===== config.mk =====
export PLATFORM = sky130hd
export DESIGN_NAME = ialu_front
export DESIGN_NICKNAME = d
export VERILOG_FILES = /design/src/rtl/ialu_pkg.sv /design/src/rtl/ialu_front.sv
export SDC_FILE = /design/constraint.sdc
export NUM_CORES = 1
export LEC_CHECK = 0
export BUFFER_PORTS_ARGS = -buffer_cell sky130_fd_sc_hd__buf_2
export CORE_UTILIZATION = 50
export DETAILED_ROUTE_END_ITERATION = 12
export GPL_TIMING_DRIVEN = 0
export PLACE_DENSITY = 0.95
export SKIP_CTS_REPAIR_TIMING = 1
export SLEW_MARGIN = 5
export SYNTH_ARGS = -nofsm -noshare
export SYNTH_HDL_FRONTEND = slang
export SYNTH_SLANG_ARGS = --single-unit

===== constraint.sdc =====
create_clock -name clk -period 7.2 [get_ports clk]
set_clock_uncertainty 0.1 [all_clocks]
set_input_delay 1.08 -clock clk [delete_from_list [all_inputs] [get_ports clk]]
set_output_delay 1.08 -clock clk [all_outputs]
set_load 0.02 [all_outputs]

===== src/rtl/ialu_pkg.sv =====
`default_nettype none
package ialu_pkg;

  localparam logic [2:0] OP_ADD = 3'd0;
  localparam logic [2:0] OP_SUB = 3'd1;
  localparam logic [2:0] OP_MUL = 3'd2;
  localparam logic [2:0] OP_DIV = 3'd3;
  localparam logic [2:0] OP_REM = 3'd4;

  // work kinds after classification; subtract is folded into add
  localparam logic [2:0] K_ADD  = 3'd0;
  localparam logic [2:0] K_MUL  = 3'd1;
  localparam logic [2:0] K_DIV  = 3'd2;
  localparam logic [2:0] K_REM  = 3'd3;
  localparam logic [2:0] K_DVZ  = 3'd4;
  localparam logic [2:0] K_NONE = 3'd5;

  localparam int unsigned W = 64;
  localparam int unsigned HW = 32;

  typedef struct packed {
    logic [2:0]   kind;
    logic [W-1:0] a;
    logic [W-1:0] b;
  } ialu_op_t;

endpackage
`default_nettype wire


===== src/rtl/ialu_front.sv =====
`default_nettype none
module ialu_front (
  input  wire logic              clk,
  input  wire logic              rst,
  input  wire logic              in_valid,
  output logic                   in_ready,
  input  wire logic [2:0]        action,
  input  wire logic [63:0]       operand_a,
  input  wire logic [63:0]       operand_b,
  output logic                   op_valid,
  input  wire logic              op_ready,
  output ialu_pkg::ialu_op_t     op
);
  import ialu_pkg::*;

  ialu_op_t op_next;

  always_comb begin
    op_next.a = operand_a;
    op_next.b = operand_b;
    op_next.kind = K_NONE;
    case (action)
      OP_ADD: op_next.kind = K_ADD;
      OP_SUB: begin
        op_next.kind = K_ADD;
        op_next.b = ~operand_b + 64'd1;
      end
      OP_MUL: op_next.kind = K_MUL;
      OP_DIV: op_next.kind = (operand_b == '0) ? K_DVZ : K_DIV;
      OP_REM: op_next.kind = (operand_b == '0) ? K_DVZ : K_REM;
      default: op_next.kind = K_NONE;
    endcase
  end

  assign in_ready = !op_valid || op_ready;

  always_ff @(posedge clk) begin
    if (rst) begin
      op_valid <= 1'b0;
    end else if (in_ready) begin
      op_valid <= in_valid;
    end
  end

  always_ff @(posedge clk) begin
    if (in_ready && in_valid) begin
      op <= op_next;
    end
  end

endmodule
`default_nettype wire


==> results.json <==
{
  "status": "finished clean",
  "cts_tree": "built",
  "start_util": 0.5195,
  "die_area_um2": 11790,
  "synthArstFlopShare": 0,
  "ys_warn_count": 0,
  "yosysMostFrequentCell": "edfxtp_1",
  "synth_seq_area_share": 0.6960,
  "core_um2": 10940,
  "grt_pass1_vias": 4749,
  "worst_setup_path_start_kind": "input port",
  "path_max_fanout": 10,
  "overflow": 0,
  "die_y_um": 108.6,
  "r2r_start": "op_valid",
  "syn-cell-area_um2": 5680,
  "design_power_total_w": 0.002075,
  "setup_viol": 0,
  "clk_latency_ns": 0.42,
  "io_pins": 268,
  "cp.arrival_ns": 3.77,
  "grt_max_degree": 74,
  "cts-buffers-inserted": 17,
  "num_rows": 38,
  "syn_inst": 396,
  "yosys.area.top_type": "edfxtp_1",
  "grt_pass1_wl_mm": 25.63,
  "max_cap_violations": 0,
  "vias_per_cell": 5.760,
  "ctsRootBufferMaster": "clkbuf_16",
  "maxSlewViolCount": 0,
  "drc": 0,
  "end_kind": "flop",
  "hold_start": "op_valid",
  "synthTopCellsByCount": "edfxtp_1, xnor2_1, xor2_1, nor4_1, nor2_1",
  "timing.final.crit_share": 0.5170,
  "fin_setup_tns_ns": 0,
  "synth_nets": 532,
  "final_nets": 819,
  "wl_per_cell_um": 21.45,
  "cts_buffer_depth": 2,
  "fin_hold_ws_ns": 0.4767,
  "ys.flop_type": "edfxtp_1",
  "dp.cells": 804,
  "portBuffers": 267,
  "relSlewSlack": 0.3004,
  "syn_area_per_cell_um2": 14.34,
  "die_w_um": 108.6,
  "whs_path_depth": 2,
  "required_ns": 7.25,
  "p_leak_nw": 3.182,
  "hpwl_mm": 12.52,
  "r2r_end": "op[46]",
  "cts.sinks": 132,
  "grt_usage": 0.3014,
  "whs_endpoint": "op_valid",
  "fmax_mhz": 268.7,
  "fin_ws_ns": 3.478,
  "dp_slack_ns": 3.042,
  "hold_class": "reg -> reg",
  "reg2reg_slack_ns": 5.15,
  "drt_iter0_markers": 401,
  "routed_wl_mm": 18.06,
  "clk_pin_slew_worst_paths_ns": 0.06,
  "peakVddDrop_mv": 0.1839,
  "htree_num_levels": 4,
  "synth_seq_cells": 132,
  "vias": 4850,
  "tightestPinTransition_ns": 1.041,
  "worst-setup-path-type": "in -> reg",
  "synth_top_area_frac": 0.6925,
  "antenna_found_initial": 3,
  "instances_no_fill": 842,
  "rsz0062_at_grt": "false",
  "area_growth_pct": 38.08,
  "drive_gt1_frac": 0.4483,
  "yosysUniqueCellTypes": 44,
  "finalHoldViolations": 0,
  "dr.pass1.iters": 8,
  "globalplace.congestion": 0.9208,
  "finalCriticalPeriod_ns": 3.722,
  "ant_nets": 0,
  "synth.area.top_cells": "edfxtp_1, xnor2_1, xor2_1, nor4_1, o21ai_0",
  "worstRegToRegCells": 3,
  "n_fill_cell": 733,
  "synth-edff-count": 131,
  "p_per_area_nw_per_um2": 264.6
}
## through the flow
step | instance area (µm²) | util
CTS | 7829 | 0.7159
finish | 7844 | 0.7173
floorplan | 5680 | -
detailed placement | 7222 | 0.6604
global placement | 7192 | 0.6577
global route | 7836 | 0.7166
## worst max path at each step
| stage | from | depth (start not counted) | endpoint |
|---|---|---|---|
| after floorplan | op_ready | 2 | op[0] |
| after global placement | op_ready | 3 | op[129] |
| after detailed placement | operand_b[8] | 7 | op[48] |
| after CTS | operand_b[8] | 7 | op[48] |
| after global routing | operand_b[14] | 6 | op[39] |
| final | operand_b[14] | 7 | op[30] |
## cell usage in the layout, fill, tap and decap left out, types with 3 or more instances in the layout
| cell type | instances |
|---|---|
| nor3_1 | 13 |
| clkbuf_1 | 12 |
| nand4_1 | 4 |
| diode_2 | 6 |
| or3_1 | 5 |
| nand3_1 | 8 |
| edfxtp_1 | 131 |
| buf_2 | 268 |
| clkinv_4 | 4 |
| a31oi_1 | 5 |
| a21oi_1 | 15 |
| xnor2_1 | 37 |
| and2_1 | 3 |
| bufinv_16 | 3 |
| and3_1 | 6 |
| o31ai_1 | 10 |
| nand2_1 | 14 |
| o21ai_0 | 16 |
| or2_2 | 3 |
| nor4_1 | 20 |
| clkbuf_16 | 17 |
| nor2_1 | 19 |
| o41ai_1 | 5 |
| xor2_1 | 22 |
| or4_1 | 9 |
| inv_1 | 8 |
| inv_6 | 4 |
| nand4b_1 | 3 |
## critical path, stage by stage
cell and delay, ns:
buf_2 0.13, or4_1 0.60, nor4_1 0.85, and2_1 0.26
clkbuf_1 0.46, a21oi_1 0.19, xor2_1 0.20
## power breakdown
group,internal [W],switching (W)
logic,0.0000871,0.000165
registers,0.000910,0.0000154
clock network,0.000550,0.000347
total,0.00155,0.000528
## layout make-up
class	instances	area [µm²]	share of cell area
timing repair buffer	268	1364	0.1739
clock buffer	18	429.2	0.05471
multi-input combinational	244	1653	0.2107
sequential	132	3954	0.5041
tap	140	175.2	0.02233
antenna	6	15.01	0.001914
inverter	8	30.03	0.003828
buffer	12	46.29	0.005902
clock inverter	14	177.7	0.02265
## routing by layer
layer	global-route usage	wire length, µm	vias up	share of wire
met1	0.3179	6245	2314	0.35
met2	0.5448	9501	339	0.53
met5	0	0	-	0
li1	-	-	2123	-
met4	0.1535	711	0	0.039
met3	0.08499	1600	74	0.089
## flip-flops by register name, summed over array words and instances (netlist names)
signal	cells
op_valid	1
op	131
## logic make-up after synthesis
group | count (synthesis) | share of synthesized area
adder cells (fa/ha/maj) | 1 | 0.002202
XOR/XNOR | 59 | 0.09097
AO/OA/AOI/OAI | 61 | 0.06982
multiplexers | 1 | 0.001762
flip-flops | 132 | 0.6960
AND/OR/NAND/NOR | 122 | 0.1258
buffers and inverters | 20 | 0.01344
No activity file was read; power rests on OpenSTA's default activity.
