$ cat config.mk
export PLATFORM = sky130hd
export DESIGN_NAME = ialu_queue
export DESIGN_NICKNAME = d
export VERILOG_FILES = /design/src/rtl/ialu_pkg.sv /design/src/rtl/ialu_queue.sv
export SDC_FILE = /design/constraint.sdc
export NUM_CORES = 1
export LEC_CHECK = 0
export ABC_AREA = 1
export BUFFER_PORTS_ARGS = -buffer_cell sky130_fd_sc_hd__buf_2
export CAP_MARGIN = 30
export CORE_ASPECT_RATIO = 1.2
export CORE_MARGIN = 10
export CORE_UTILIZATION = 25
export DETAILED_ROUTE_END_ITERATION = 10
export GPL_TIMING_DRIVEN = 0
export PLACE_DENSITY = 0.4
export SYNTH_ARGS = -nofsm -noshare
export SYNTH_HDL_FRONTEND = slang
export SYNTH_SLANG_ARGS = --single-unit
export TNS_END_PERCENT = 50
$ cat constraint.sdc
create_clock -name clk -period 7.7 [get_ports clk]
set_input_delay 1.54 -clock clk [delete_from_list [all_inputs] [get_ports clk]]
set_output_delay 1.54 -clock clk [all_outputs]
set_load 0.005 [all_outputs]
$ cat src/rtl/ialu_pkg.sv
`default_nettype none
package ialu_pkg;

  localparam logic [2:0] OP_ADD = 3'd0;
  localparam logic [2:0] OP_SUB = 3'd1;
  localparam logic [2:0] OP_MUL = 3'd2;
  localparam logic [2:0] OP_DIV = 3'd3;
  localparam logic [2:0] OP_REM = 3'd4;

  // work kinds after classification; subtract is folded into add
  localparam logic [2:0] K_ADD  = 3'd0;
  localparam logic [2:0] K_MUL  = 3'd1;
  localparam logic [2:0] K_DIV  = 3'd2;
  localparam logic [2:0] K_REM  = 3'd3;
  localparam logic [2:0] K_DVZ  = 3'd4;
  localparam logic [2:0] K_NONE = 3'd5;

  localparam int unsigned W = 64;
  localparam int unsigned HW = 32;

  typedef struct packed {
    logic [2:0]   kind;
    logic [W-1:0] a;
    logic [W-1:0] b;
  } ialu_op_t;

endpackage
`default_nettype wire

$ cat src/rtl/ialu_queue.sv
`default_nettype none
module ialu_queue #(
  parameter int unsigned DEPTH = 4
) (
  input  wire logic              clk,
  input  wire logic              rst,
  input  wire logic              push_valid,
  output logic                   push_ready,
  input  wire ialu_pkg::ialu_op_t push_op,
  output logic                   pop_valid,
  input  wire logic              pop_ready,
  output ialu_pkg::ialu_op_t     pop_op
);
  import ialu_pkg::*;

  localparam int unsigned PW = (DEPTH > 1) ? $clog2(DEPTH) : 1;
  localparam int unsigned CW = $clog2(DEPTH + 1);
  localparam logic [PW-1:0] LAST = PW'(DEPTH - 1);

  ialu_op_t mem [DEPTH];
  logic [PW-1:0] wr_ptr, rd_ptr;
  logic [CW-1:0] count;
  logic push, pop;

  assign push_ready = count != CW'(DEPTH);
  assign pop_valid  = count != '0;
  assign push = push_valid && push_ready;
  assign pop  = pop_valid && pop_ready;
  assign pop_op = mem[rd_ptr];

  always_ff @(posedge clk) begin
    if (rst) begin
      wr_ptr <= '0;
      rd_ptr <= '0;
      count  <= '0;
    end else begin
      if (push) wr_ptr <= (wr_ptr == LAST) ? '0 : wr_ptr + PW'(1);
      if (pop)  rd_ptr <= (rd_ptr == LAST) ? '0 : rd_ptr + PW'(1);
      if (push && !pop) count <= count + CW'(1);
      else if (pop && !push) count <= count - CW'(1);
    end
  end

  always_ff @(posedge clk) begin
    if (push) mem[wr_ptr] <= push_op;
  end

endmodule
`default_nettype wire

==> impl_metrics.toml <==
[floorplan]
core_area_mm2 = 0.07903
start_util_pct = 25.17
die_area_mm2 = 0.09130
row_count = 113
chipWidth_um = 277.5
ioPinCount = 268
die_y_um = 329

[critical_path]
worstSetupEndpointType = "output port"
worstSetupStartpointType = "flop"
required_ns = 6.16
slowest_delay_ns = 0.42
path_buf_inv = 4
crit_chain = "inv_2, buf_2, buf_2, o21ai_1, o22ai_1, buf_2"
cp_data_arrival_time_ns = 2.54
r2r-start = "count[1]"
crit_path_frequent_cell = "buf_2"
critPathTopFamily = "buffers and inverters"
crit_fanout = 10
cp_slowest_cell = "dfxtp_1"
critPathKind = "flop to output port"

[sta]
hold_ws_ns = 0.5324
setup_violations = 0
max_freq_mhz = 245.2
relSlewSlack_pct = 38.34
fin_crit_sh_pct = 52.97
finalSetupTns_ns = 0
hold_viol_final = 0
clock-skew-final_ns = 0.02199
slew_violations = 0
grt_setup_unrepaired = "no"
worst_slew_pin_slew_ns = 0.9227
period_needed_ns = 4.079

[global_routing]
grt_pass1_wl_um = 88420
grt_max_degree = 25
overflow = 0
grtUsageTotal_pct = 12.94
grt_pass1_vias = 12723
antenna_found_initial = 18

[final_layout]
final_area_mm2 = 0.02507
final_common_cell = "edfxtp_1"
area_delta_synth_final_pct = 26.02
fin_nets = 1828
utilization_pct = 31.72
drive_gt1_share_pct = 25.61
layout_common_cells = "edfxtp_1 (524), buf_2 (295), nor2_1 (275)"

[clock_tree]
cts_root_buffer = "clkbuf_16"
htree_levels = 2
numClockSinks = 533
cts_buffer_depth = 3
cts_buffers = 58
tritoncts = "yes"
clock_latency_ns = 0.62
cts_resized = 0
post_cts_buffers = 0
hold_buffers = 0
path_clk_slew_ns = 0.06

[route]
drc_errors = 0
wl_um = 61180
drtIter0Drc = 864
vias = 12369
avgRoutedWirePerCell_um = 22.08
drtAntennaViolNets = 0
drt_first_pass_iters = 5
vias_per_cell = 4.464

[power]
swShare_pct = 32.03
ir_worst_vdd_v = 0.0001928
combPwrFrac_pct = 28.1
power.switching_w = 0.002887
power.leakage_nw = 8.666
clock_power_share_pct = 32.0
powerDensity_mw_per_mm2 = 359.6
intPower_w = 0.006126
fin_total_pwr_w = 0.009013
pwr-share-seq_pct = 39.9

[place]
portBuffers = 267
place_area_mm2 = 0.02309
place.gp.congestion = 0.7016
dpl.hpwl_um = 40750

[synthesis]
yosysSeqAreaShare_pct = 80.01
yosysTopAreaCell = "edfxtp_1"
syn-cell-area_mm2 = 0.01989
synth-seq-cells = 533
yosys_warnings = 0
avgSynthCellArea_um2 = 14.90
yosysTopAreaCellShare_pct = 79.10
synth.distinct_cells = 23
syn_inst = 1335
netlist_top_cells_area = "edfxtp_1 (79%), nor2_1 (5.3%), o21ai_0 (4.8%), o22ai_1 (4.1%), o21ai_1 (1.8%)"
syn_nets = 1477

[job]
max-cap-violations = 0

[min_path]
hold_path.class = "flop to flop"
min_from = "rd_ptr[1]"

[outcome]
status = "finished clean"
==> path summary, 6_finish.rpt <==
check / end / slack (ns) / cells past startpoint
worst max register to register: mem[0][106] / 5.00 / 7
worst min register to register: rd_ptr[1] / 0.53 / 2
worst min-delay path: rd_ptr[1] / 0.53 / 2
worst max-delay path: pop_op[68] / 3.62 / 6
==> metrics by stage <==
| step | setup WS, ns | instances |
|---|---|---|
| 6_report | 3.621 | 2771 |
| 4_1_cts | 3.431 | 2769 |
| 5_1_grt | 3.384 | 2770 |
| 3_5_place_dp | 3.864 | 2661 |
| 2_1_floorplan | -0.04908 | 1335 |
| 3_3_place_gp | -6.324 | 2637 |
==> worst min-delay path: stages, from the launching register on <==
cell and delay (ns):
dfxtp_1 0.32, a21oi_1 0.11, nor2_1 0.06
==> logic make-up after synthesis <==
| kind of cell | count (synthesis) | synth area share [%] |
|---|---|---|
| adders and majority gates | 7 | 0.4780 |
| xor gates and xnor gates | 1 | 0.04404 |
| and+or+nand+nor | 297 | 5.661 |
| buffers and inverters | 101 | 3.019 |
| DFF | 533 | 80.01 |
| AOI/OAI and AO/OA | 396 | 10.79 |
==> synthesized netlist by cell type <==
library cell,number
edfxtp_1,524
nor2_1,279
o21ai_0,191
o22ai_1,131
o21ai_1,72
clkbuf_1,29
buf_2,28
buf_6,21
inv_1,14
nand2_1,14
dfxtp_1,9
ha_1,6
clkbuf_2,4
a21oi_1,2
buf_4,2
nand3b_1,2
buf_8,1
fa_1,1
inv_2,1
inv_6,1
nand3_1,1
nand4_1,1
xor2_1,1
==> flip-flops by register name (all words and copies together), names as in the netlist, named ones only <==
signal  cells
wr_ptr      2
rd_ptr      2
mem       524
count       3
==> area by class of cell <==
type / instances / area [um2]
fill: 7904 / 53970
clock buffer: 71 / 1551
tap: 1035 / 1295
sequential: 533 / 15920
antenna: 2 / 5.005
timing repair buffer: 291 / 1869
clock inverter: 37 / 424.2
buffer: 85 / 535.5
multi-input combinational: 701 / 3406
inverter: 16 / 65.06
==> power groups by stage <==
stage	registers (W)	clock network [W]	logic (W)
2_1_floorplan	0.00371	0	0.00122
3_3_place_gp	0.00381	0	0.00254
3_5_place_dp	0.00366	0	0.00264
4_1_cts	0.00360	0.00298	0.00265
5_1_grt	0.00362	0.00309	0.00282
6_report	0.00360	0.00288	0.00253
==> per-layer routing <==
layer / part of all wire [%] / routed length, um / track usage (%) / vias to the layer above
met5: 0.22 / 137 / 0 / -
met3: 6.3 / 3878 / 3.890 / 111
met1: 43 / 26340 / 16.19 / 6171
met2: 48 / 29500 / 21.52 / 303
li1: - / - / - / 5762
met4: 2.2 / 1322 / 3.335 / 22
No activity file was read; power rests on OpenSTA's default activity.
